<file path="src/sv/skht_pkg.sv">
// ----------------------------------------------------------------------------
// skht_pkg: shared types and constants of the sorted key/handle table
// Table depth, field widths, operation and status codes, cell and
// search-tree types.
// ----------------------------------------------------------------------------
package skht_pkg;

    localparam int TABLE_DEPTH = 256;
    localparam int IDX_W       = $clog2(TABLE_DEPTH);
    localparam int CNT_W       = $clog2(TABLE_DEPTH + 1);

    localparam int CMD_W = 2;
    localparam int KEY_W = 64;
    localparam int HDL_W = 32;
    localparam int STS_W = 2;
    localparam int POS_W = 9;

    // Search tree: radix-8 leftmost-hit select, one register per level.
    localparam int TREE_FAN_W  = 3;
    localparam int TREE_FAN    = 1 << TREE_FAN_W;
    localparam int TREE_LVLS   = ($clog2(TABLE_DEPTH) + TREE_FAN_W - 1) / TREE_FAN_W;
    localparam int TREE_LEAVES = 1 << (TREE_FAN_W * TREE_LVLS);
    localparam int LVL_W       = $clog2(TREE_LVLS + 1);

    // Offset of a tree level in a flat array holding leaves first.
    function automatic int lvl_off(input int lvl);
        int off;
        off = 0;
        for (int j = 0; j < lvl; j++) begin
            off += TREE_LEAVES >> (TREE_FAN_W * j);
        end
        return off;
    endfunction

    localparam int TREE_NODES = lvl_off(TREE_LVLS + 1);

    localparam logic [CMD_W-1:0] CMD_LOOKUP = 2'd0;
    localparam logic [CMD_W-1:0] CMD_INSERT = 2'd1;
    localparam logic [CMD_W-1:0] CMD_REMOVE = 2'd2;

    localparam logic [STS_W-1:0] ST_OK        = 2'd0;
    localparam logic [STS_W-1:0] ST_NOT_FOUND = 2'd1;
    localparam logic [STS_W-1:0] ST_FULL      = 2'd2;
    localparam logic [STS_W-1:0] ST_BAD_KEY   = 2'd3;

    typedef struct packed {
        logic [CMD_W-1:0] cmd;
        logic [KEY_W-1:0] key;
        logic [HDL_W-1:0] handle_in;
    } t_item;

    typedef struct packed {
        logic [STS_W-1:0] status;
        logic [HDL_W-1:0] handle_out;
        logic [POS_W-1:0] position;
        logic [POS_W-1:0] entry_count;
    } t_result;

    // One table entry held by a cell.
    typedef struct packed {
        logic [KEY_W-1:0] key;
        logic [HDL_W-1:0] hdl;
    } t_ent;

    // Broadcast from the controller to every cell.
    typedef struct packed {
        logic             by_hdl;  // search on handle (remove)
        logic             ins;     // insert at 'at', shift up
        logic             upd;     // rewrite handle at 'at'
        logic             rem;     // remove at 'at', shift down
        logic [IDX_W-1:0] at;
        logic [KEY_W-1:0] key;
        logic [HDL_W-1:0] hdl;
    } t_ctl;

    typedef struct packed {
        logic             flag;
        logic             eq;
        logic [HDL_W-1:0] hdl;
    } t_leaf;

    typedef struct packed {
        logic             found;
        logic             eq;
        logic [IDX_W-1:0] idx;
        logic [HDL_W-1:0] hdl;
    } t_node;

endpackage

</file>
<file path="src/sv/skht_cell.sv">
// ----------------------------------------------------------------------------
// skht_cell: one slot of the sorted row
// Holds one key/handle pair, compares it against the broadcast search
// operand and shifts up or down with its neighbors.
// ----------------------------------------------------------------------------
module skht_cell (
    input  logic                         i_clk,
    input  logic [skht_pkg::IDX_W-1:0]   i_idx,
    input  logic [skht_pkg::CNT_W-1:0]   i_cnt,
    input  skht_pkg::t_ctl               i_ctl,
    input  skht_pkg::t_ent               i_left,
    input  logic                         i_left_lt,
    input  skht_pkg::t_ent               i_right,
    output skht_pkg::t_ent               o_ent,
    output logic                         o_lt,
    output skht_pkg::t_leaf              o_leaf
);
    import skht_pkg::*;

    t_ent r_ent;
    logic w_valid;

    assign w_valid = CNT_W'(i_idx) < i_cnt;
    assign o_lt    = w_valid && (r_ent.key < i_ctl.key);
    assign o_ent   = r_ent;

    // Key search marks the sorted boundary; handle search marks every match.
    assign o_leaf.flag = i_ctl.by_hdl ? (w_valid && (r_ent.hdl == i_ctl.hdl))
                                      : (!o_lt && i_left_lt);
    assign o_leaf.eq   = w_valid && (r_ent.key == i_ctl.key);
    assign o_leaf.hdl  = r_ent.hdl;

    always_ff @(posedge i_clk) begin
        if (i_ctl.ins) begin
            if (i_idx > i_ctl.at) begin
                r_ent <= i_left;
            end else if (i_idx == i_ctl.at) begin
                r_ent <= '{key: i_ctl.key, hdl: i_ctl.hdl};
            end
        end
        if (i_ctl.upd && (i_idx == i_ctl.at)) begin
            r_ent.hdl <= i_ctl.hdl;
        end
        if (i_ctl.rem && (i_idx >= i_ctl.at)) begin
            r_ent <= i_right;
        end
    end

endmodule

</file>
<file path="config.mk">
export PLATFORM = sky130hd
export DESIGN_NAME = skht_cell
export DESIGN_NICKNAME = d
export VERILOG_FILES = /design/src/sv/skht_pkg.sv /design/src/sv/skht_cell.sv
export SDC_FILE = /design/constraint.sdc
export NUM_CORES = 1
export LEC_CHECK = 0
export ABC_AREA = 1
export BUFFER_PORTS_ARGS = -buffer_cell sky130_fd_sc_hd__buf_2
export CAP_MARGIN = 5
export CORE_AREA = 5 5 172 174
export DETAILED_ROUTE_END_ITERATION = 8
export DIE_AREA = 0 0 177 179
export GPL_TIMING_DRIVEN = 1
export HOLD_SLACK_MARGIN = 0.1
export PLACE_DENSITY = 0.53
export RECOVER_POWER = 50
export SYNTH_ARGS = -nofsm -noshare
export SYNTH_HDL_FRONTEND = slang
export SYNTH_SLANG_ARGS = --single-unit
</file>
<file path="constraint.sdc">
create_clock -name i_clk -period 9.3 [get_ports i_clk]
set_input_delay 1.395 -clock i_clk [delete_from_list [all_inputs] [get_ports i_clk]]
set_output_delay 1.395 -clock i_clk [all_outputs]
set_load 0.03 [all_outputs]
</file>
==> results of run 1 <==
-- synth_stat cells (all sizes together) --
library cell | count | area (µm²)
a21o | 3 | 22.5
a21oi | 34 | 170
a31oi | 96 | 601
buf | 70 | 468
clkbuf | 3 | 11.3
edfxtp | 96 | 2880
ha | 79 | 988
inv | 120 | 450
nand2 | 283 | 1060
nand3 | 11 | 55.1
nand4 | 15 | 100
nor2 | 140 | 528
nor3 | 7 | 35.0
o21a | 4 | 30.0
o21ai | 10 | 50.0
or2 | 6 | 37.5
xnor2 | 14 | 123
xor2 | 6 | 52.6
-- worst max-delay path, stage by stage --
cell	delay [ns]
sky130_fd_sc_hd__buf_2	0.11
sky130_fd_sc_hd__ha_1	0.29
sky130_fd_sc_hd__nand2_1	0.09
sky130_fd_sc_hd__inv_1	0.04
sky130_fd_sc_hd__nand2_1	0.06
sky130_fd_sc_hd__nand2_1	0.05
sky130_fd_sc_hd__nand2_1	0.05
sky130_fd_sc_hd__nand2_1	0.06
sky130_fd_sc_hd__nor2_1	0.36
sky130_fd_sc_hd__nand3_1	0.17
sky130_fd_sc_hd__nor2_1	0.26
sky130_fd_sc_hd__nand2_1	0.15
sky130_fd_sc_hd__nand2_1	0.08
sky130_fd_sc_hd__nand2_1	0.04
sky130_fd_sc_hd__buf_2	0.17
-- metal layers --
layer	up-vias	part of all wire	track usage
met2	319	0.50	0.314
met4	2	0.018	0.0525
li1	4079	-	-
met5	-	0.00044	0
met3	27	0.075	0.0426
met1	3541	0.41	0.210
-- metrics by stage --
step / setup slack, ns / cells
floorplan: 4.52 / 997
global placement: 4.41 / 1757
detailed placement: 4.39 / 1757
CTS: 4.39 / 1773
global route: 4.31 / 1776
finish: 4.52 / 1778
-- kinds of logic after synthesis --
| kind of cell | after synthesis | share of synthesized area |
|---|---|---|
| AOI/OAI and AO/OA | 147 | 0.114 |
| xor gates and xnor gates | 20 | 0.0228 |
| adders and majority gates | 79 | 0.129 |
| buffers and inverters | 193 | 0.121 |
| DFF | 96 | 0.376 |
| and+or+nand+nor | 462 | 0.237 |
-- power by group through the flow --
stage               combinational (mW)  sequential [mW]  clock, mW
floorplan                        0.380            0.794          0
global placement                 0.772            0.651          0
detailed placement               0.773            0.655          0
CTS                              0.776            0.646      0.403
global route                     0.814            0.658      0.420
finish                           0.733            0.648      0.390
-- final cells by class --
class,count,area [µm²]
inverters,120,452
multi-input cells,708,3870
fillers,3065,17500
clock buffers,10,229
diodes,5,12.5
clock inverters,6,67.6
well taps,378,473
flip-flops and latches,96,2880
repair buffers,455,2130
-- worst max-delay path by stage --
stage	startpoint	endpoint	slack, ns
2_1_floorplan	i_ctl[103]	o_ent[0]$_DFFE_PP_	4.52
3_3_place_gp	i_idx[4]	o_leaf[33]	4.41
3_5_place_dp	i_idx[6]	o_leaf[33]	4.39
4_1_cts	i_idx[6]	o_leaf[33]	4.39
5_1_grt	i_idx[4]	o_leaf[33]	4.31
6_report	i_idx[4]	o_leaf[33]	4.52
==> impl_summary.txt, run 1 <==
----------------------------------------------------
[Cells and area]
  Final std cell area, no fill ... 10100 µm²
  Largest register FFs ... 96
  Commonest cells after routing, fill and taps aside ... sky130_fd_sc_hd__buf_2, sky130_fd_sc_hd__nand2_1, sky130_fd_sc_hd__nor2_1
  Area Growth Syn to Fin ... 31.9%
  Leading cell type in the layout, fill and taps excluded ... sky130_fd_sc_hd__buf_2
  Post-layout nets ... 1788
  Share of cells above drive strength 1 ... 0.250
  Core utilization of the finished layout ... 0.366

[Placed design]
  Placement Cell Area ... about 10000 µm²
  Hpwl dp ... roughly 24 mm
  Number of buffers added on ports ... ~450
  Global placer's final weighted congestion ... 0.849

[Route]
  Pre-Repair DR Iteration Count ... 5
  Detailed router's first-iteration violation count ... about 310
  Wire length per cell ... between 15 and 20 µm
  DR vias/cell ... between 4 and 5
  DRC Markers ... 0
  Number of routed nets with antenna violations ... 0
  Post-detailed-routing wire length ... 29.7 mm
  Total number of vias ... roughly 8000

[Pwr]
  PnR Total Power ... between 1.5 and 2 mW
  IR drop worst, VDD ... between 60 and 70 µV
  Static power due to leakage ... around 5 nW
  Internal portion of total power ... slightly above 1 mW
  Proportion of power drawn by combinational gates ... 0.414
  Proportion of power drawn by flip-flops and latches ... 0.366
  Switching power of the nets ... between 700 and 800 µW
  Relative contribution of the clock network to total power ... 0.220
  Areal power density over the cells ... 175 nW/µm²
  Switch share ... 0.427

[Floorplanning]
  Ports ... 450
  Floorplan Core Area ... roughly 28000 µm²
  Die W ... 177 µm
  Number of cell rows ... 61
  Vertical extent of the die ... around 180 µm
  Effective utilization at floorplan ... 0.278
  Total die area ... 31700 µm²

[Clock tree]
  CTS Hold Bufs ... 0
  Number of H-tree levels ... 3
  CTS tree ... built
  Total clock buffers created by CTS ... 9
  Maximum clock path buffer count ... 2
  Clock edge transition at the registers on the reported setup and hold paths ... ~0.080 ns
  Post-CTS setup buffer count ... 0
  CTS Sinks ... 96
  Post-cts gate resize count ... 0
  Buffer cell driving the clock tree root ... sky130_fd_sc_hd__clkbuf_16

[Global route]
  Initial antenna violation count ... 5
  Number of global-route vias before repair ... around 7900
  Largest net degree at the start of global routing ... 75
  First-pass GRT wire length ... about 43 mm
  Remaining global-route overflow ... 0
  Total GRT Usage ... 0.176

[Flow run]
  Reported max-cap violation count ... 1

[Worst hold path]
  Type of the most critical hold path ... in2reg
  Worst Hold Path Cells ... 3
  Endpoint of the worst hold path ... o_ent[62]$_DFFE_PP_
  Startpoint of the tightest hold check path ... i_right[62]

[Timing]
  Final Max Tran Viols ... 33
  Hold violation count in the final report ... 0
  Final worst path period share ... 0.514
  Shortest clock period the worst path allows after layout ... 4.78 ns
  Setup repair after global routing missed its margin ... no
  Slew at the pin with the worst max-slew slack ... about 2.1 ns
  Hold Slack ... between 1 and 1.5 ns
  Summed negative setup slack over all endpoints ... 0 ns
  Final setup violation count ... 0
  Worst slew margin relative to its limit ... -0.379
  Timing-limited maximum frequency ... 0.209 GHz

[Setup path]
  Startpoint Class ... primary input
  Crit path DAT ... about 3.4 ns
  Required time worst endpoint ... around 8 ns
  Worst setup path class ... in2out
  CP Capture Type ... output pin
  Maximum fanout encountered on the critical timing path ... 2

[Synth]
  Post-synthesis register bit count ... 96
  Synth Net Count ... ~1400
  Cell area after synthesis ... 7670 µm²
  Number of instances in the synthesized netlist ... ~1000
  Number of warnings printed during yosys synthesis ... 0
  Register area share after synthesis ... 0.376
  Mean instance size in the synthesized netlist ... a little under 8 µm²
  Number of library cell types mapped by synthesis ... 26

[Outcome]
  Violated checks ... capacitance limit, slew limit
  Run status ... finished, violations left

----------------------------------------------------
Power figures use the tool's default switching activity.
==> run 2, diff against run 1 <==
--- a/config.mk
+++ b/config.mk
@@ -13,7 +13,7 @@
 export DIE_AREA = 0 0 177 179
 export GPL_TIMING_DRIVEN = 1
 export HOLD_SLACK_MARGIN = 0.1
-export PLACE_DENSITY = 0.53
+export PLACE_DENSITY = 0.55
 export RECOVER_POWER = 50
 export SYNTH_ARGS = -nofsm -noshare
 export SYNTH_HDL_FRONTEND = slang
==> constraint.sdc (replaced) <==
create_clock -name i_clk -period 4.1 [get_ports i_clk]
set_input_delay 0.615 -clock i_clk [delete_from_list [all_inputs] [get_ports i_clk]]
set_output_delay 0.615 -clock i_clk [all_outputs]
set_load 0.03 [all_outputs]
==> impl_summary.txt, run 2 (synthesis gave the netlist of run 1 again) <==
----------------------------------------------------
[Pwr]
  Areal power density over the cells ... 395 nW/µm² (was 175 nW/µm²)
  Internal portion of total power ... 2.25 mW (was 1.02 mW)
  Proportion of power drawn by flip-flops and latches ... 0.368 (was 0.366)
  Relative contribution of the clock network to total power ... 0.213 (was 0.220)
  IR drop worst, VDD ... 165 µV (was 64.6 µV)
  Proportion of power drawn by combinational gates ... 0.419 (was 0.414)
  Switching power of the nets ... 1.74 mW (was 756 µW)
  Static power due to leakage ... 5.02 nW (was 5.00 nW)
  Switch share ... 0.436 (was 0.427)

[Global route]
  First-pass GRT wire length ... 43.6 mm (was 43.0 mm)
  Initial antenna violation count ... 4 (was 5)
  Total GRT Usage ... 0.179 (was 0.176)
  M3 GR Usage ... 0.0502 (was 0.0426)
  Met2 demand-to-capacity share in global routing ... 0.316 (was 0.314)
  Most crowded layer after global routing ... met2 (unchanged)
  Largest net degree at the start of global routing ... 98 (was 75)
  Number of global-route vias before repair ... 7956 (was 7882)
  Remaining global-route overflow ... 0 (unchanged)
  Met1 demand-to-capacity share in global routing ... 0.212 (was 0.210)

[Placed design]
  Number of buffers added on ports ... 449 (unchanged)
  Global placer's final weighted congestion ... 0.858 (was 0.849)
  Hpwl dp ... 24.5 mm (was 24.2 mm)
  Pre-CTS worst setup slack ... 0.865 ns (was 4.39 ns)

[Flow run]
  Reported max-cap violation count ... 1 (unchanged)

[Route]
  Number of routed nets with antenna violations ... 0 (unchanged)
  DRC Markers ... 0 (unchanged)
  Pre-Repair DR Iteration Count ... 5 (unchanged)
  Post-detailed-routing wire length ... 30.1 mm (was 29.7 mm)
  DR vias/cell ... 4.54 (was 4.48)
  Total number of vias ... 8056 (was 7968)
  Detailed router's first-iteration violation count ... 301 (was 313)
  Wire length per cell ... 17.0 µm (was 16.7 µm)

[Outcome]
  Run status ... finished, violations left (unchanged)
  Violated checks ... capacitance limit, slew limit (unchanged)

[Clock tree]
  CTS tree ... built (unchanged)
  Number of H-tree levels ... 3 (unchanged)
  CTS Hold Bufs ... 0 (unchanged)
  CTS Sinks ... 96 (unchanged)
  Total clock buffers created by CTS ... 9 (unchanged)
  Maximum clock path buffer count ... 2 (unchanged)
  Post-CTS setup buffer count ... 0 (unchanged)
  Clock edge transition at the registers on the reported setup and hold paths ... 0.09 ns (was 0.08 ns)
  Post-cts gate resize count ... 0 (unchanged)
  Buffer cell driving the clock tree root ... sky130_fd_sc_hd__clkbuf_16 (unchanged)

[Floorplanning]
  Effective utilization at floorplan ... 0.278 (unchanged)
  Floorplan Core Area ... 27600 µm² (unchanged)
  Total die area ... 31700 µm² (unchanged)
  Die W ... 177 µm (unchanged)
  Vertical extent of the die ... 179 µm (unchanged)
  Ports ... 450 (unchanged)
  Number of cell rows ... 61 (unchanged)

[Setup path]
  Family with the most delay on the worst path ... compound AO/OA/AOI/OAI gates (was simple AND/OR/NAND/NOR gates)
  Cell breakdown of the critical path ... clkbuf_1 -> ha_1 -> nand2_1 -> nor2_1 -> nand4_1 -> o21ai_1 -> buf_4 (was buf_2 -> ha_1 -> nand2_1 -> inv_1 -> nand2_1 -> nand2_1 -> nand2_1 -> nand2_1 -> nor2_1 -> nand3_1 -> nor2_1 -> nand2_1 -> nand2_1 -> nand2_1 -> buf_2)
  Capture point of the critical path ... o_ent[8]$_DFFE_PP_ (was o_leaf[33])
  Required time worst endpoint ... 4.13 ns (was 7.91 ns)
  Crit path DAT ... 3.38 ns (was 3.39 ns)
  Startpoint Class ... primary input (unchanged)
  Worst setup path class ... in2reg (was in2out)
  Critical-path top delay cell ... sky130_fd_sc_hd__o21ai_1 (was sky130_fd_sc_hd__nor2_1)
  Critical Path Max Stage Delay ... 1.48 ns (was 0.36 ns)
  WP buf/inv ... 2 (was 3)
  WP depth ... 7 (was 15)
  CP Capture Type ... register (was output pin)
  Maximum fanout encountered on the critical timing path ... 18 (was 2)
  First element of the critical path ... i_idx[7] (was i_idx[4])

[Cells and area]
  Number of fill cells in the layout ... 3068 (was 3065)
  Post-layout nets ... 1789 (was 1788)
  Share of cells above drive strength 1 ... 0.251 (was 0.250)
  Area Growth Syn to Fin ... 32.1% (was 31.9%)
  Leading cell type in the layout, fill and taps excluded ... sky130_fd_sc_hd__buf_2 (unchanged)
  Inserted Diodes ... 0 (was 5)
  Footprint of the multi-input gates ... 3850 µm² (was 3870 µm²)
  Commonest cells after routing, fill and taps aside ... sky130_fd_sc_hd__buf_2, sky130_fd_sc_hd__nand2_1, sky130_fd_sc_hd__nor2_1 (unchanged)
  Storage element area ... 2880 µm² (unchanged)
  Largest register FFs ... 96 (unchanged)

[Timing]
  Setup repair after global routing missed its margin ... no (unchanged)
  Worst slew margin relative to its limit ... -0.299 (was -0.379)
  Hold violation count in the final report ... 0 (unchanged)
  Shortest clock period the worst path allows after layout ... around 3.3 ns
  Smallest setup slack after layout ... 0.752 ns (was 4.52 ns)
  Hold Slack ... 0.594 ns (was 1.38 ns)
  Slew at the pin with the worst max-slew slack ... 1.94 ns (was 2.07 ns)
  Timing-limited maximum frequency ... 0.299 GHz
  Final Max Tran Viols ... 16 (was 33)
  Summed negative setup slack over all endpoints ... 0 ns (unchanged)
  Final setup violation count ... 0 (unchanged)
  Final worst path period share ... 0.817

[Worst hold path]
  Type of the most critical hold path ... in2reg (unchanged)

----------------------------------------------------
[run 2: per-layer routing]
layer | routed length [µm] | up-vias
met5 | 58 | -
met4 | 646 | 8
met3 | 2470 | 43
met2 | 14900 | 321
met1 | 12100 | 3614
li1 | - | 4070
[run 2: worst min-delay path: cells and delay by family]
kind	cells	cell delay (ns)
AO/OA/AOI/OAI	1	0.11
AND/OR/NAND/NOR	1	0.04
buffers and inverters	1	0.08
[run 2: power groups by stage]
stage                     clock network [mW]  registers [mW]  logic [mW]
after floorplan                            0            1.80       0.863
after global placement                     0            1.48        1.77
after detailed placement                   0            1.49        1.77
after CTS                              0.888            1.47        1.78
after global routing                   0.930            1.49        1.86
final                                  0.850            1.47        1.67
[run 2: worst min-delay path by stage]
stage	slack, ns	to	depth (start not counted)	from
after floorplan	0.87	o_ent[0]$_DFFE_PP_	2	i_left[0]
after global placement	0.95	o_ent[2]$_DFFE_PP_	3	i_right[2]
after detailed placement	0.96	o_ent[13]$_DFFE_PP_	3	i_right[13]
after CTS	0.58	o_ent[28]$_DFFE_PP_	3	i_left[28]
after global routing	0.59	o_ent[7]$_DFFE_PP_	3	i_right[7]
final	0.59	o_ent[28]$_DFFE_PP_	3	i_left[28]
[run 2: layout make-up]
class                      count  area share
clock buffer                   9      0.0222
clock inverter                 7     0.00544
inverter                     120      0.0446
multi-input combinational    708       0.380
sequential                    96       0.285
tap                          378      0.0467
timing repair buffer         456       0.216
[run 2: through the flow]
| step | cell area [µm²] | util | cells | total power, mW |
|---|---|---|---|---|
| CTS | 10300 | 0.374 | 1774 | 4.13 |
| finish | 10100 | 0.367 | 1774 | 4.00 |
| floorplan | 7670 | - | 997 | 2.66 |
| detailed placement | 10100 | 0.364 | 1758 | 3.26 |
| global route | 10100 | 0.367 | 1774 | 4.28 |
| global placement | 10100 | 0.364 | 1758 | 3.24 |
==> run 3, diff against run 2 <==
--- a/config.mk
+++ b/config.mk
@@ -5,15 +5,15 @@
 export SDC_FILE = /design/constraint.sdc
 export NUM_CORES = 1
 export LEC_CHECK = 0
-export ABC_AREA = 1
+export ABC_AREA = 0
 export BUFFER_PORTS_ARGS = -buffer_cell sky130_fd_sc_hd__buf_2
 export CAP_MARGIN = 5
-export CORE_AREA = 5 5 172 174
+export CORE_AREA = 5 5 174 176
 export DETAILED_ROUTE_END_ITERATION = 8
-export DIE_AREA = 0 0 177 179
+export DIE_AREA = 0 0 179 181
 export GPL_TIMING_DRIVEN = 1
 export HOLD_SLACK_MARGIN = 0.1
-export PLACE_DENSITY = 0.55
+export PLACE_DENSITY = 0.53
 export RECOVER_POWER = 50
 export SYNTH_ARGS = -nofsm -noshare
 export SYNTH_HDL_FRONTEND = slang
==> constraint.sdc (replaced) <==
create_clock -name i_clk -period 2.86 [get_ports i_clk]
set_input_delay 0.429 -clock i_clk [delete_from_list [all_inputs] [get_ports i_clk]]
set_output_delay 0.429 -clock i_clk [all_outputs]
set_load 0.03 [all_outputs]
==> impl_summary.txt, run 3 <==
----------------------------------------------------
[Timing]
  Hold Slack ... 0.416 ns (was 0.594 ns)
  Timing-limited maximum frequency ... between 0.2 and 0.3 GHz
  Setup repair after global routing missed its margin ... yes (was no)
  Worst slew margin relative to its limit ... 0.359 (was -0.299)
  Final setup violation count ... 3 (was 0)
  Final Max Tran Viols ... 0 (was 16)
  Smallest setup slack after layout ... -0.534 ns (was 0.752 ns)
  Slew at the pin with the worst max-slew slack ... 0.961 ns (was 1.94 ns)
  Summed negative setup slack over all endpoints ... -1.41 ns (was 0 ns)
  Shortest clock period the worst path allows after layout ... between 3 and 4 ns
  Hold violation count in the final report ... 0 (unchanged)
  Final worst path period share ... 1.19

[Outcome]
  Run status ... finished, violations left (unchanged)
  Violated checks ... setup timing (was capacitance limit, slew limit)

[Synth]
  Number of library cell types mapped by synthesis ... 41 (was 26)
  Synth Net Count ... 1289 (was 1395)
  Cell area after synthesis ... 7430 µm² (was 7670 µm²)
  Predominant post-synthesis flop cell ... sky130_fd_sc_hd__edfxtp_1 (unchanged)
  Number of synthesized flops with an enable pin ... 96 (unchanged)
  Mean instance size in the synthesized netlist ... 8.34 µm² (was 7.69 µm²)
  Async set-or-reset flop fraction in the synthesized netlist ... 0 (unchanged)
  Cell type contributing the most total cell area after synthesis ... sky130_fd_sc_hd__edfxtp_1 (unchanged)
  Dominant cell by count in the synthesized netlist ... sky130_fd_sc_hd__nand2_1 (unchanged)
  Area share of the leading cell type in the synthesized netlist ... 0.388 (was 0.376)
  Top post-synthesis cells by area ... sky130_fd_sc_hd__edfxtp_1, sky130_fd_sc_hd__ha_1, sky130_fd_sc_hd__nand2_1 (was sky130_fd_sc_hd__edfxtp_1, sky130_fd_sc_hd__nand2_1, sky130_fd_sc_hd__ha_1)
  Post-synthesis register bit count ... 96 (unchanged)
  Register area share after synthesis ... 0.388 (was 0.376)
  Commonest cells post-synth ... sky130_fd_sc_hd__nand2_1, sky130_fd_sc_hd__nor2_1, sky130_fd_sc_hd__a31oi_1 (was sky130_fd_sc_hd__nand2_1, sky130_fd_sc_hd__nor2_1, sky130_fd_sc_hd__inv_1)
  Number of warnings printed during yosys synthesis ... 0 (unchanged)
  Number of instances in the synthesized netlist ... 891 (was 997)

[Setup path]
  CP Capture Type ... output pin (was register)
  Crit path DAT ... 2.97 ns (was 3.38 ns)
  Worst setup path class ... reg2out (was in2reg)
  Required time worst endpoint ... 2.43 ns (was 4.13 ns)
  Startpoint Class ... register (was primary input)
  Maximum fanout encountered on the critical timing path ... 2 (was 18)

[Floorplanning]
  Floorplan Core Area ... 28500 µm² (was 27600 µm²)
  Die W ... 179 µm (was 177 µm)
  Ports ... 450 (unchanged)
  Effective utilization at floorplan ... 0.261 (was 0.278)
  Vertical extent of the die ... 181 µm (was 179 µm)
  Number of cell rows ... 62 (was 61)
  Total die area ... 32400 µm² (was 31700 µm²)

[Route]
  DR vias/cell ... 4.59 (was 4.54)
  Post-detailed-routing wire length ... 30.5 mm (was 30.1 mm)
  Pre-Repair DR Iteration Count ... 5 (unchanged)
  Number of routed nets with antenna violations ... 0 (unchanged)
  Total number of vias ... 7977 (was 8056)
  DRC Markers ... 0 (unchanged)
  Detailed router's first-iteration violation count ... 323 (was 301)
  Wire length per cell ... 17.5 µm (was 17.0 µm)

[Clock tree]
  CTS Sinks ... 96 (unchanged)
  CTS Hold Bufs ... 0 (unchanged)
  CTS tree ... built (unchanged)
  Buffer cell driving the clock tree root ... sky130_fd_sc_hd__clkbuf_16 (unchanged)
  Clock edge transition at the registers on the reported setup and hold paths ... 0.08 ns (was 0.09 ns)
  Total clock buffers created by CTS ... 9 (unchanged)
  Maximum clock path buffer count ... 2 (unchanged)
  Number of H-tree levels ... 3 (unchanged)

[Placed design]
  Placement Cell Area ... 10400 µm² (was 10100 µm²)
  Pre-CTS worst setup slack ... -0.401 ns (was 0.865 ns)
  Hpwl dp ... 25.3 mm (was 24.5 mm)
  Number of buffers added on ports ... 449 (unchanged)
  Global placer's final weighted congestion ... 0.893 (was 0.858)

[Cells and area]
  Area Growth Syn to Fin ... 43.4% (was 32.1%)
  Commonest cells after routing, fill and taps aside ... sky130_fd_sc_hd__buf_2, sky130_fd_sc_hd__nand2_1, sky130_fd_sc_hd__clkbuf_1 (was sky130_fd_sc_hd__buf_2, sky130_fd_sc_hd__nand2_1, sky130_fd_sc_hd__nor2_1)
  Largest register FFs ... 96 (unchanged)
  Final std cell area, no fill ... 10700 µm² (was 10100 µm²)
  Post-layout nets ... 1744 (was 1789)
  Share of cells above drive strength 1 ... 0.315 (was 0.251)
  Leading cell type in the layout, fill and taps excluded ... sky130_fd_sc_hd__buf_2 (unchanged)

[Global route]
  Remaining global-route overflow ... 0 (unchanged)
  Largest net degree at the start of global routing ... 65 (was 98)
  Initial antenna violation count ... 6 (was 4)
  Total GRT Usage ... 0.179 (about the same)
  First-pass GRT wire length ... 44.7 mm (was 43.6 mm)
  Number of global-route vias before repair ... 7865 (was 7956)

[Pwr]
  PnR Total Power ... 5.92 mW (was 4.00 mW)
  Static power due to leakage ... 5.04 nW (was 5.02 nW)
  Areal power density over the cells ... 556 nW/µm² (was 395 nW/µm²)
  IR drop worst, VDD ... 222 µV (was 165 µV)

[Flow run]
  Reported max-cap violation count ... 0 (was 1)

[Worst hold path]
  Type of the most critical hold path ... in2reg (unchanged)

----------------------------------------------------
==> run 3: cell types whose count changed in the layout (fill, tap and decap cells not counted), sizes merged, moves of 6 or more <==
cell,delta
xnor2,+14
nand2,-69
buf,+63
inv,-36
nor2,-36
nand4,+6
==> run 3: final timing paths <==
check	cells past startpoint	slack, ns	to	startpoint
worst max-delay path	9	-0.53	o_leaf[33]	o_ent[81]$_DFFE_PP_
worst min-delay path	3	0.42	o_ent[53]$_DFFE_PP_	i_right[53]
==> run 3: worst max-delay path: stages, from the launching register on <==
cell and delay (ns):
sky130_fd_sc_hd__edfxtp_1 0.44, sky130_fd_sc_hd__ha_4 0.30, sky130_fd_sc_hd__nand4_1 0.16, sky130_fd_sc_hd__nor4_4 0.36
sky130_fd_sc_hd__nand4_1 0.21, sky130_fd_sc_hd__or4_4 0.48, sky130_fd_sc_hd__a21oi_4 0.16, sky130_fd_sc_hd__nor4bb_4 0.09
sky130_fd_sc_hd__o32ai_4 0.24, sky130_fd_sc_hd__buf_6 0.17
==> run 3: stage by stage <==
step	instances	utilization
3_3_place_gp	1715	0.366
6_report	1739	0.374
2_1_floorplan	891	-
4_1_cts	1734	0.379
5_1_grt	1739	0.374
3_5_place_dp	1715	0.366
==> run 3: area by class of cell <==
type                    count  area (µm²)
fillers                  3101       17800
multi-input cells         637        3930
flip-flops and latches     96        2880
repair buffers            518        2740
well taps                 384         480
inverters                  84         315
clock buffers              11         233
clock inverters             5        63.8
diodes                      4        10.0
==> run 3: power breakdown <==
part / total [mW] / switching (mW) / internal, mW / leakage (nW)
registers: 2.09 / 0.203 / 1.89 / 0.909
clock network: 1.27 / 0.584 / 0.689 / 0.141
logic: 2.56 / 1.67 / 0.885 / 3.99
==> run 3: layer usage <==
metal | share of wire | up-vias | wire (µm) | track usage
li1 | - | 3973 | - | -
met1 | 0.42 | 3647 | 12900 | 0.231
met2 | 0.48 | 306 | 14700 | 0.299
met3 | 0.071 | 49 | 2180 | 0.0414
met4 | 0.023 | 2 | 694 | 0.0500
met5 | 0.00023 | - | 7 | 0
==> run 3: logic make-up after synthesis <==
group / count (synthesis) / synth area share
simple gates: 367 / 0.208
flops: 96 / 0.388
buf+inv: 158 / 0.0997
fa+ha+maj: 79 / 0.133
compound gates: 159 / 0.133
xor+xnor: 32 / 0.0377
==> run 3: timing repair <==
item	CTS	global route
resized for setup	8	1
endpoints found under the setup margin	3	3
buffers inserted	3	1
cloned	0	0
pin swaps	3	1
